--- src/rtl/core/itst_pkg.sv ---
package itst_pkg;

   localparam int STACK_DEPTH = 32;
   localparam int DEPTH_W     = $clog2(STACK_DEPTH + 1);
   localparam int CODE_W      = 6;
   localparam int LEVEL_W     = 6;
   localparam int NUM_LISTS   = 4;
   localparam int ADDR_W      = 5;

   localparam logic [2:0] REG_BLANK       = 3'd0;
   localparam logic [2:0] REG_QUOTE_BLANK = 3'd1;
   localparam logic [2:0] REG_UL          = 3'd2;
   localparam logic [2:0] REG_INDENT_UL   = 3'd3;
   localparam logic [2:0] REG_OL          = 3'd4;
   localparam logic [2:0] REG_INDENT_OL   = 3'd5;
   localparam logic [2:0] REG_EOF         = 3'd6;

   localparam logic [CODE_W-1:0] BLANK_RESET       = 6'd0;
   localparam logic [CODE_W-1:0] QUOTE_BLANK_RESET = 6'd1;
   localparam logic [CODE_W-1:0] UL_RESET          = 6'd2;
   localparam logic [CODE_W-1:0] INDENT_UL_RESET   = 6'd3;
   localparam logic [CODE_W-1:0] OL_RESET          = 6'd4;
   localparam logic [CODE_W-1:0] INDENT_OL_RESET   = 6'd5;
   localparam logic [CODE_W-1:0] EOF_RESET         = 6'd6;

   localparam logic OP_PUSH  = 1'b0;
   localparam logic OP_QUERY = 1'b1;

   typedef struct packed {
      logic               op;
      logic [CODE_W-1:0]  tag_code;
      logic [LEVEL_W-1:0] level;
   } req_type;

   typedef struct packed {
      logic signed [7:0] pre_level;
      logic              last_was_blank;
      logic [5:0]        stack_depth;
      logic              overflow;
   } rsp_type;

   typedef struct packed {
      logic               run;
      logic               push;
      logic [CODE_W-1:0]  tag;
      logic [LEVEL_W-1:0] level;
   } cell_ctl_type;

   typedef logic [NUM_LISTS-1:0][CODE_W-1:0] list_codes_type;

   typedef enum logic [1:0] {
      ST_IDLE,
      ST_RUN,
      ST_SEL
   } state_type;

endpackage

--- src/rtl/core/indent_tag_stack_tracker.sv ---
// Indent tag stack tracker. Each request (push of a tag at an indent level, or a query for the
// enclosing list level) passes through capture, an update/compare step in the row of stack
// cells, and a select step that picks the nearest qualifying list entry and the stack depth.
// A request is taken while the previous response still waits in the output register; the select
// step holds until that register is free. The stack keeps 32 entries with strictly increasing
// levels; a push into a full stack is dropped and reported as overflow. Configuration must be
// written through the csr_ port only while the block is idle; the block does not enforce this.
module indent_tag_stack_tracker (
   input  logic                          clock,
   input  logic                          reset,
   input  logic                          req_valid,
   output logic                          req_stall,
   input  itst_pkg::req_type             req_payload,
   output logic                          rsp_valid,
   input  logic                          rsp_stall,
   output itst_pkg::rsp_type             rsp_payload,
   input  logic                          csr_psel,
   input  logic                          csr_penable,
   input  logic                          csr_pwrite,
   input  logic [itst_pkg::ADDR_W-1:0]   csr_paddr,
   input  logic [31:0]                   csr_pwdata,
   output logic [31:0]                   csr_prdata,
   output logic                          csr_pready
);

   logic [itst_pkg::CODE_W-1:0] blank_ff, quote_blank_ff, ul_ff, indent_ul_ff;
   logic [itst_pkg::CODE_W-1:0] ol_ff, indent_ol_ff, eof_ff;
   logic [itst_pkg::CODE_W-1:0] recent_tag_ff, recent_tag_in;

   itst_pkg::state_type state_ff, state_in;
   itst_pkg::req_type   cmd_ff, cmd_in;
   logic                ovf_ff, ovf_in;
   logic                rsp_valid_ff, rsp_valid_in;
   itst_pkg::rsp_type   rsp_ff, rsp_in;

   itst_pkg::cell_ctl_type   ctl;
   itst_pkg::list_codes_type codes;
   logic                     csr_write;
   logic                     req_accept;
   logic                     nonblank;
   logic                     load_rsp;

   logic [itst_pkg::STACK_DEPTH:0]                          keep_chain;
   logic [itst_pkg::STACK_DEPTH:0][itst_pkg::NUM_LISTS-1:0] hit_chain;
   logic [itst_pkg::STACK_DEPTH:0]                          qual_chain;
   logic [itst_pkg::STACK_DEPTH:0]                          used_vec;
   logic [itst_pkg::STACK_DEPTH-1:0]                        qual_top;
   logic [itst_pkg::STACK_DEPTH-1:0][itst_pkg::LEVEL_W-1:0] cell_level;
   logic [itst_pkg::LEVEL_W-1:0]                            pick_level;
   logic [itst_pkg::DEPTH_W-1:0]                            depth;

   // configuration registers
   assign csr_pready = 1'b1;
   assign csr_write  = csr_psel && csr_penable && csr_pwrite;

   always_ff @(posedge clock) begin
      if (reset) begin
         blank_ff       <= itst_pkg::BLANK_RESET;
         quote_blank_ff <= itst_pkg::QUOTE_BLANK_RESET;
         ul_ff          <= itst_pkg::UL_RESET;
         indent_ul_ff   <= itst_pkg::INDENT_UL_RESET;
         ol_ff          <= itst_pkg::OL_RESET;
         indent_ol_ff   <= itst_pkg::INDENT_OL_RESET;
         eof_ff         <= itst_pkg::EOF_RESET;
      end else if (csr_write) begin
         case (csr_paddr[itst_pkg::ADDR_W-1:2])
            itst_pkg::REG_BLANK:       blank_ff       <= csr_pwdata[itst_pkg::CODE_W-1:0];
            itst_pkg::REG_QUOTE_BLANK: quote_blank_ff <= csr_pwdata[itst_pkg::CODE_W-1:0];
            itst_pkg::REG_UL:          ul_ff          <= csr_pwdata[itst_pkg::CODE_W-1:0];
            itst_pkg::REG_INDENT_UL:   indent_ul_ff   <= csr_pwdata[itst_pkg::CODE_W-1:0];
            itst_pkg::REG_OL:          ol_ff          <= csr_pwdata[itst_pkg::CODE_W-1:0];
            itst_pkg::REG_INDENT_OL:   indent_ol_ff   <= csr_pwdata[itst_pkg::CODE_W-1:0];
            itst_pkg::REG_EOF:         eof_ff         <= csr_pwdata[itst_pkg::CODE_W-1:0];
            default: ;
         endcase
      end
   end

   always_comb begin
      csr_prdata = '0;
      case (csr_paddr[itst_pkg::ADDR_W-1:2])
         itst_pkg::REG_BLANK:       csr_prdata = {26'd0, blank_ff};
         itst_pkg::REG_QUOTE_BLANK: csr_prdata = {26'd0, quote_blank_ff};
         itst_pkg::REG_UL:          csr_prdata = {26'd0, ul_ff};
         itst_pkg::REG_INDENT_UL:   csr_prdata = {26'd0, indent_ul_ff};
         itst_pkg::REG_OL:          csr_prdata = {26'd0, ol_ff};
         itst_pkg::REG_INDENT_OL:   csr_prdata = {26'd0, indent_ol_ff};
         itst_pkg::REG_EOF:         csr_prdata = {26'd0, eof_ff};
         default:                   csr_prdata = '0;
      endcase
   end

   // cell row
   assign codes    = {indent_ol_ff, ol_ff, indent_ul_ff, ul_ff};
   assign nonblank = (cmd_ff.tag_code != blank_ff) && (cmd_ff.tag_code != quote_blank_ff);

   always_comb begin
      ctl.run   = (state_ff == itst_pkg::ST_RUN);
      ctl.push  = (cmd_ff.op == itst_pkg::OP_PUSH) && nonblank;
      ctl.tag   = cmd_ff.tag_code;
      ctl.level = cmd_ff.level;
   end

   assign keep_chain[0]                    = 1'b1;
   assign hit_chain[itst_pkg::STACK_DEPTH]  = '0;
   assign qual_chain[itst_pkg::STACK_DEPTH] = 1'b0;
   assign used_vec[itst_pkg::STACK_DEPTH]   = 1'b0;

   for (genvar i = 0; i < itst_pkg::STACK_DEPTH; i++) begin : g_cell
      itst_cell u_cell (
         .clock      (clock),
         .reset      (reset),
         .ctl        (ctl),
         .codes      (codes),
         .below_keep (keep_chain[i]),
         .hit_above  (hit_chain[i+1]),
         .hit_out    (hit_chain[i]),
         .qual_above (qual_chain[i+1]),
         .qual_out   (qual_chain[i]),
         .keep       (keep_chain[i+1]),
         .used       (used_vec[i]),
         .qual_top   (qual_top[i]),
         .level_out  (cell_level[i])
      );
   end

   always_comb begin
      pick_level = '0;
      depth      = '0;
      for (int i = 0; i < itst_pkg::STACK_DEPTH; i++) begin
         pick_level = pick_level | cell_level[i];
         if (used_vec[i] && !used_vec[i+1]) begin
            depth = depth | itst_pkg::DEPTH_W'(i + 1);
         end
      end
   end

   // sequencer
   assign req_stall  = (state_ff != itst_pkg::ST_IDLE);
   assign req_accept = req_valid && !req_stall;
   assign load_rsp   = (state_ff == itst_pkg::ST_SEL) && (!rsp_valid_ff || !rsp_stall);

   always_comb begin
      state_in      = state_ff;
      cmd_in        = cmd_ff;
      ovf_in        = ovf_ff;
      recent_tag_in = recent_tag_ff;
      rsp_valid_in  = rsp_valid_ff && rsp_stall;
      rsp_in        = rsp_ff;
      case (state_ff)
         itst_pkg::ST_IDLE: begin
            if (req_accept) begin
               cmd_in   = req_payload;
               state_in = itst_pkg::ST_RUN;
            end
         end
         itst_pkg::ST_RUN: begin
            ovf_in = ctl.push && keep_chain[itst_pkg::STACK_DEPTH];
            if (cmd_ff.op == itst_pkg::OP_PUSH) begin
               recent_tag_in = cmd_ff.tag_code;
            end
            state_in = itst_pkg::ST_SEL;
         end
         itst_pkg::ST_SEL: begin
            if (load_rsp) begin
               rsp_valid_in          = 1'b1;
               rsp_in.pre_level      = ((cmd_ff.op == itst_pkg::OP_QUERY) && qual_chain[0])
                                       ? $signed({2'b00, pick_level} + 8'd1) : -8'sd1;
               rsp_in.last_was_blank = (recent_tag_ff == blank_ff);
               rsp_in.stack_depth    = 6'(depth);
               rsp_in.overflow       = ovf_ff;
               state_in              = itst_pkg::ST_IDLE;
            end
         end
         default: state_in = itst_pkg::ST_IDLE;
      endcase
   end

   always_ff @(posedge clock) begin
      if (reset) begin
         state_ff      <= itst_pkg::ST_IDLE;
         rsp_valid_ff  <= 1'b0;
         recent_tag_ff <= itst_pkg::EOF_RESET;
         ovf_ff        <= 1'b0;
      end else begin
         state_ff      <= state_in;
         rsp_valid_ff  <= rsp_valid_in;
         recent_tag_ff <= recent_tag_in;
         ovf_ff        <= ovf_in;
      end
      cmd_ff <= cmd_in;
      rsp_ff <= rsp_in;
   end

   assign rsp_valid   = rsp_valid_ff;
   assign rsp_payload = rsp_ff;

endmodule

--- src/rtl/core/itst_cell.sv ---
module itst_cell (
   input  logic                                clock,
   input  logic                                reset,
   input  itst_pkg::cell_ctl_type              ctl,
   input  itst_pkg::list_codes_type            codes,
   input  logic                                below_keep,
   input  logic [itst_pkg::NUM_LISTS-1:0]      hit_above,
   output logic [itst_pkg::NUM_LISTS-1:0]      hit_out,
   input  logic                                qual_above,
   output logic                                qual_out,
   output logic                                keep,
   output logic                                used,
   output logic                                qual_top,
   output logic [itst_pkg::LEVEL_W-1:0]        level_out
);

   logic                            used_ff, used_in;
   logic [itst_pkg::CODE_W-1:0]     tag_ff, tag_in;
   logic [itst_pkg::LEVEL_W-1:0]    level_ff, level_in;
   logic                            qual_ff, qual_in;
   logic [itst_pkg::NUM_LISTS-1:0]  hit;
   logic                            nearest;

   always_comb begin
      keep = used_ff && (level_ff < ctl.level);
      for (int k = 0; k < itst_pkg::NUM_LISTS; k++) begin
         hit[k] = used_ff && (tag_ff == codes[k]);
      end
      hit_out = hit | hit_above;
      nearest = |(hit & ~hit_above);

      used_in  = used_ff;
      tag_in   = tag_ff;
      level_in = level_ff;
      qual_in  = qual_ff;
      if (ctl.run) begin
         qual_in = nearest && ({1'b0, ctl.level} >= ({1'b0, level_ff} + 7'd2));
         if (ctl.push && !keep) begin
            if (below_keep) begin
               used_in  = 1'b1;
               tag_in   = ctl.tag;
               level_in = ctl.level;
            end else begin
               used_in = 1'b0;
            end
         end
      end
   end

   always_ff @(posedge clock) begin
      if (reset) begin
         used_ff <= 1'b0;
         qual_ff <= 1'b0;
      end else begin
         used_ff <= used_in;
         qual_ff <= qual_in;
      end
      tag_ff   <= tag_in;
      level_ff <= level_in;
   end

   assign used      = used_ff;
   assign qual_out  = qual_ff | qual_above;
   assign qual_top  = qual_ff && !qual_above;
   assign level_out = qual_top ? level_ff : '0;

endmodule

--- config.mk ---
export PLATFORM = sky130hd
export DESIGN_NAME = indent_tag_stack_tracker
export DESIGN_NICKNAME = d
export VERILOG_FILES = /design/src/rtl/core/itst_pkg.sv /design/src/rtl/core/indent_tag_stack_tracker.sv /design/src/rtl/core/itst_cell.sv
export SDC_FILE = /design/constraint.sdc
export NUM_CORES = 2
export LEC_CHECK = 0
export BUFFER_PORTS_ARGS = -buffer_cell sky130_fd_sc_hd__buf_2
export CAP_MARGIN = 20
export CORE_UTILIZATION = 25
export DETAILED_ROUTE_END_ITERATION = 8
export GPL_TIMING_DRIVEN = 1
export PLACE_DENSITY_LB_ADDON = 0.05
export SKIP_CTS_REPAIR_TIMING = 1
export SKIP_LAST_GASP = 1
export SYNTH_ARGS = -nofsm -noshare
export SYNTH_HDL_FRONTEND = slang
export SYNTH_SLANG_ARGS = --single-unit
--- constraint.sdc ---
create_clock -name clock -period 7 [get_ports clock]
set_input_delay 0.7 -clock clock [delete_from_list [all_inputs] [get_ports clock]]
set_output_delay 0.7 -clock clock [all_outputs]
set_load 0.1 [all_outputs]
# Word level (Yosys, flattened, before mapping)
# Index checks and enable logic that the tools add are counted.
# W data, S select, Z words.
# totals
reg_bits	529
out_inout_bits	51
inputBits	57
word_cells	1705
# op_classes
bitwise_logic	155
n_eq_ne	205
n_reduce_logical	510
mux	592
add_sub_neg	33
order_cmp	64
# op_table
op	count
$mux W6	388
$eq A6 B6 Y1	129
$logic_and A1 B1 Y1	295
$add A6 B2 Y7 const B	32
$ge A6 B7 Y1	32
$lt A6 B6 Y1	32
$or A6 B6 Y6	31
$mux W1	163
$reduce_or A4 Y1	32
$ne A2 B1 Y1 const B	63
$and A4 B4 Y4	31
$not A4 Y4	31
$or A4 B4 Y4	30
$logic_not A1 Y1	97
$reduce_and A3 Y1	31
$reduce_and A2 Y1	43
$mux W5	16
$pmux W6 S7	1
$mux W16	2
$mux W4	8
$or A1 B1 Y1	31
$mux W13	2
$reduce_bool A2 Y1	9
$mux W2	6
other kinds (15)	24

# Logic depth before layout (Yosys ltp)
# depth
depth_word	68
mapped_depth	13
depth_no_buf	11

# By module
# From an unflattened synthesis, not the netlist that was laid out.
# unflattened
cells_unflattened	4465
area_unflattened_um2	42480.7
# modules_own_cells
module	area_per_inst_um2	seq_area_each_um2	cells_per_inst	instances
itst_cell at g_cell[0].u_cell ...	1188.6	400.4	125	23
itst_cell at g_cell[30].u_cell ...	1189.9	400.4	126	9
indent_tag_stack_tracker	4433.0	1911.8	456	1

# Worst setup path after synthesis
# OpenSTA, ideal clock, no wires.
# synth_timing
path_kind	flip-flop to flip-flop
from	reg cmd_ff[1] (netlist name)
to	reg g_cell[27].u_cell.level_ff[0] (netlist name), enable pin
path_slack_ps	1995
arrival_ps	4604
required_time_ps	6598
path_buffers	0
stages_incl_launch_ff	10
setup_time_ps	402
cell_sequence	edfxtp_1 -> inv_1 -> ha_1 -> nor2b_1 -> o21a_1 -> o21a_1 -> o21ai_0 -> nand2b_1 -> a211oi_1 -> nor3b_1
# synth_between
elab_chain_len	6
word_cells_on_any_way	9
cone_classes	2 x order compare; 2 x eq/ne; 5 x reduce/logical
# synth_rtl
item	line	rtl
from (decl)	indent_tag_stack_tracker.sv:31	itst_pkg::req_type cmd_ff, cmd_in;
from (signal assigned)	indent_tag_stack_tracker.sv:191	cmd_ff <= cmd_in;
$lt A6 B6 Y1	itst_cell.sv:25	keep = used_ff && (level_ff < ctl.level);
$logic_and A1 B1 Y1	itst_cell.sv:25	
$logic_not A1 Y1	itst_cell.sv:38	if (ctl.push && !keep) begin
$logic_and A1 B1 Y1	itst_cell.sv:38	
$ne A2 B1 Y1 (no line)	-	
$reduce_and A3 Y1 (no line) (*)	-	
to (signal assigned)	itst_cell.sv:59	level_ff <= level_in;
to (decl)	itst_cell.sv:19	logic [itst_pkg::LEVEL_W-1:0] level_ff, level_in;
# Every way passes the cells marked *; elsewhere a longest branch is shown, timed or not.
# A chain may end at the register's enable or synchronous reset.

# Worst setup path after layout
# layout_timing
from	reg indent_ol_ff[4] (netlist name)
to	reg g_cell[4].u_cell.qual_ff
# layout_between
elab_chain_len	32
word_cells_on_any_way	86
cone_classes	28 x eq/ne; 28 x bitwise; 30 x reduce/logical
# layout_rtl
item	line	rtl
from (decl)	indent_tag_stack_tracker.sv:27	logic [itst_pkg::CODE_W-1:0] ol_ff, indent_ol_ff, eof_ff;
from (signal assigned)	indent_tag_stack_tracker.sv:63	indent_ol_ff <= itst_pkg::INDENT_OL_RESET;
from (signal assigned)	indent_tag_stack_tracker.sv:72	itst_pkg::REG_INDENT_OL: indent_ol_ff <= csr_pwdata[itst_pkg::CODE_W-1:0];
$eq A6 B6 Y1	itst_cell.sv:27	hit[k] = used_ff && (tag_ff == codes[k]);
$logic_and A1 B1 Y1	itst_cell.sv:27	
$or A4 B4 Y4 (26 in series)	itst_cell.sv:29	hit_out = hit | hit_above;
$not A4 Y4	itst_cell.sv:30	nearest = |(hit & ~hit_above);
$and A4 B4 Y4 (*)	itst_cell.sv:30	
$reduce_or A4 Y1 (*)	itst_cell.sv:30	
$logic_and A1 B1 Y1 (*)	itst_cell.sv:37	qual_in = nearest && ({1'b0, ctl.level} >= ({1'b0, level_ff} + 7'd2));
to (signal assigned)	itst_cell.sv:56	qual_ff <= qual_in;
to (decl)	itst_cell.sv:20	logic qual_ff, qual_in;
# Marks and branches as above.

==> run_results.csv <==
group,metric,value,unit
run_status,status,"completed",
finish,fillCellCount,16940,
finish,layout.cells.non_filler,6215,
timing,fin_crit_sh,67.12,%
logic_synthesis,async_flop_share,0,%
logic_synthesis,syn-instance-count,3971,
finish,stdcell_area,46090,µm²
min_path,holdPathStages,1,
global_routing,grt_pass1_vias,30920,
timing,finClkSkew,0.03750,ns
logic_synthesis,synth_warnings,0,
timing,setup_viol,0,
logic_synthesis,ys_seq_elements,529,
finish,final_common_cell,"xnor2_1",
placement,dpl.hpwl,122400,µm
placement,place_ws,2.385,ns
placement,dpl.cell_count,6062,
placement,io_buffers,52,
clock_tree,clockBufferDepth,3,
detailed_routing,drc,0,
detailed_routing,ant_nets,0,
global_routing,grt_overflow,0,
clock_tree,cts_buffers,79,
floorplanning,row_count,147,
setup_path,cp-end-kind,"flop",
detailed_routing,drtIter0Drc,2269,
setup_path,r2r_setup_slack,2.30,ns
setup_path,cp-start-kind,"flop",
detailed_routing,via_per_inst,4.963,
min_path,min_from,"req_payload[12]",
logic_synthesis,yosysTopAreaCell,"edfxtp_1",
min_path,hold_end,"cmd_ff[12]$_DFFE_PP_",
logic_synthesis,synth.area.top_cells,"edfxtp_1 (30%), ha_1 (13%), xnor2_1 (9.6%), xor2_1 (9.5%), dfxtp_1 (5.7%)",
power_and_ir_drop,irDropWorstVdd,0.1497,mV
logic_synthesis,syn_area_per_cell,10.25,µm²
timing,hold_viol_final,0,
setup_path,cp_max_fo,16,
timing,setup_ws,2.301,ns
finish,nets,4460,
finish,drive_gt1_share,9.652,%
floorplanning,core,161100,µm²
floorplanning,initial_core_util,25.27,%
power_and_ir_drop,p_leak,17.16,nW
timing,whs,0.1742,ns
logic_synthesis,netlist.area_leader.share,30.46,%
clock_tree,clkLatencyLatePin,0.70,ns
detailed_routing,wire_per_inst,28.35,µm
detailed_routing,dr.pass1.iters,5,
finish,area.growth.synth_to_final,13.20,%
floorplanning,io_pins,108,
min_path,hold_class,"input pin to flop",
logic_synthesis,syn_area,40720,µm²
setup_path,crit_path_cell_trace,"buf_4 > buf_4 > xnor2_1 > nand4_1 > nor4_1 > nor4_2 > nand4_1 > nor3_2 > nand4b_1 > o211ai_1 > a22o_1",
timing,period_needed,4.699,ns
global_routing,grt_usage,21.36,%
finish,mostFrequentLayoutCells,"xnor2_1 (444), xor2_1 (441), ha_1 (417), edfxtp_1 (413), nor2_1 (183)",
clock_tree,cts.root.buffer_cell,"clkbuf_16",
clock_tree,cts_tree,"done",
detailed_routing,num_vias,30840,
setup_path,critPathArrivalTime,5.33,ns
timing,drv_slew,0,
clock_tree,clk_pin_slew_worst_paths,0.06,ns
logic_synthesis,synth_top_flop_cell,"edfxtp_1",
global_routing,grt_max_degree,66,
floorplanning,chipHeight,405.6,µm
setup_path,reg2regPathDepth,11,
timing,fmax,212.8,MHz
timing,rsz0062_at_grt,"false",
run,cap_violations,0,
placement,gp_congestion,0.8323,
setup_path,timing.rr.end,"g_cell[4].u_cell.qual_ff$_SDFFE_PP0P_",
setup_path,crit_type,"flop to flop",
setup_path,crit_required,7.63,ns
logic_synthesis,post_synth_num_cell_types,88,
clock_tree,clock-sinks,529,
global_routing,antenna_found_initial,9,
setup_path,cp_slowest_cell,"dfxtp_2",
floorplanning,dieArea,164500,µm²
setup_path,r2r-start,"indent_ol_ff[4]$_SDFFE_PP0P_",
detailed_routing,drt-total-wl,176200,µm
logic_synthesis,synth-edff-count,413,
floorplanning,die_w,405.6,µm
setup_path,critPathMaxStageDelay,0.91,ns
clock_tree,h-tree-depth,3,
power_and_ir_drop,power.total,8.126,mW
global_routing,grt_pass1_wl,247600,µm
timing,slew_headroom,19.06,%
finish,utilization,28.61,%
placement,dpl_cell_area,43520,µm²
timing,tightest_slew,1.211,ns
power_and_ir_drop,p_per_area,176.3,nW/µm²
logic_synthesis,yosysSeqAreaShare,36.16,%
timing,tns,0,ns
[kinds of logic after synthesis]
| kind of cell | synth area share, % |
|---|---|
| DFF | 36.16 |
| AOI/OAI and AO/OA | 10.13 |
| muxes | 1.180 |
| xor gates and xnor gates | 19.08 |
| adders and majority gates | 12.81 |
| buffers and inverters | 5.157 |
| and+or+nand+nor | 15.46 |
| other | 0.01845 |
[cells in the mapped netlist, types with 97 or more instances]
master / number
a21oi_1: 98
clkbuf_1: 99
dfxtp_1: 116
edfxtp_1: 413
ha_1: 417
inv_1: 137
nand2_1: 125
nand3_1: 116
nand4_1: 149
nor2_1: 185
nor4_1: 130
o21a_1: 171
o21ai_0: 97
xnor2_1: 444
xor2_1: 441
[registers in the layout (all words and copies together), names as in the netlist]
name,count
blank_ff,6
cmd_ff,13
eof_ff,6
g_cell.u_cell.level_ff,192
g_cell.u_cell.qual_ff,32
g_cell.u_cell.tag_ff,192
g_cell.u_cell.used,32
indent_ol_ff,6
indent_ul_ff,6
ol_ff,6
ovf_ff,1
quote_blank_ff,6
recent_tag_ff,6
rsp_payload,16
rsp_valid,1
state_ff,2
ul_ff,6
[per-layer routing]
metal	global-route usage, %	vias up	wire [µm]
li1	-	14360	-
met1	30.34	15600	84550
met2	34.34	727	80700
met3	2.343	156	7373
met4	5.104	0	3569
met5	0	-	0
[worst max path at each step]
stage | endpoint | depth (start not counted) | from | slack [ns]
after floorplan | g_cell[27].u_cell.level_ff[0]$_DFFE_PP_ | 9 | cmd_ff[1]$_DFFE_PP_ | 1.99
after global placement | g_cell[6].u_cell.qual_ff$_SDFFE_PP0P_ | 10 | indent_ol_ff[2]$_SDFFE_PP1P_ | 2.37
after detailed placement | g_cell[6].u_cell.qual_ff$_SDFFE_PP0P_ | 10 | indent_ol_ff[2]$_SDFFE_PP1P_ | 2.39
after CTS | g_cell[4].u_cell.qual_ff$_SDFFE_PP0P_ | 11 | indent_ol_ff[4]$_SDFFE_PP0P_ | 2.39
after global routing | g_cell[4].u_cell.qual_ff$_SDFFE_PP0P_ | 11 | indent_ol_ff[4]$_SDFFE_PP0P_ | 2.13
final | g_cell[4].u_cell.qual_ff$_SDFFE_PP0P_ | 11 | indent_ol_ff[4]$_SDFFE_PP0P_ | 2.30
[power breakdown]
part / switching (mW) / internal [mW]
Sequential: 0.0251 / 3.40
Combinational: 0.465 / 0.178
Clock: 1.68 / 2.38
Total: 2.17 / 5.96
[area by class of cell]
| type | instances | area (µm²) | share of cell area (%) |
|---|---|---|---|
| Inverter | 137 | 514.2 | 1.116 |
| Sequential cell | 529 | 14750 | 32.01 |
| Clock buffer | 108 | 2147 | 4.658 |
| Tap cell | 2160 | 2703 | 5.864 |
| Antenna cell | 4 | 10.01 | 0.02172 |
| Timing Repair Buffer | 174 | 1315 | 2.853 |
| Multi-Input combinational cell | 3065 | 24250 | 52.62 |
| Clock inverter | 38 | 395.4 | 0.8578 |
[worst max-delay path: cells and delay by family (launching register included)]
kind	cells	cell delay, ns
compound gates	2	0.62
xor+xnor	1	0.12
buf+inv	2	0.75
flops	1	0.91
simple gates	6	2.22
Note: power is estimated with default switching activity, not from simulation.
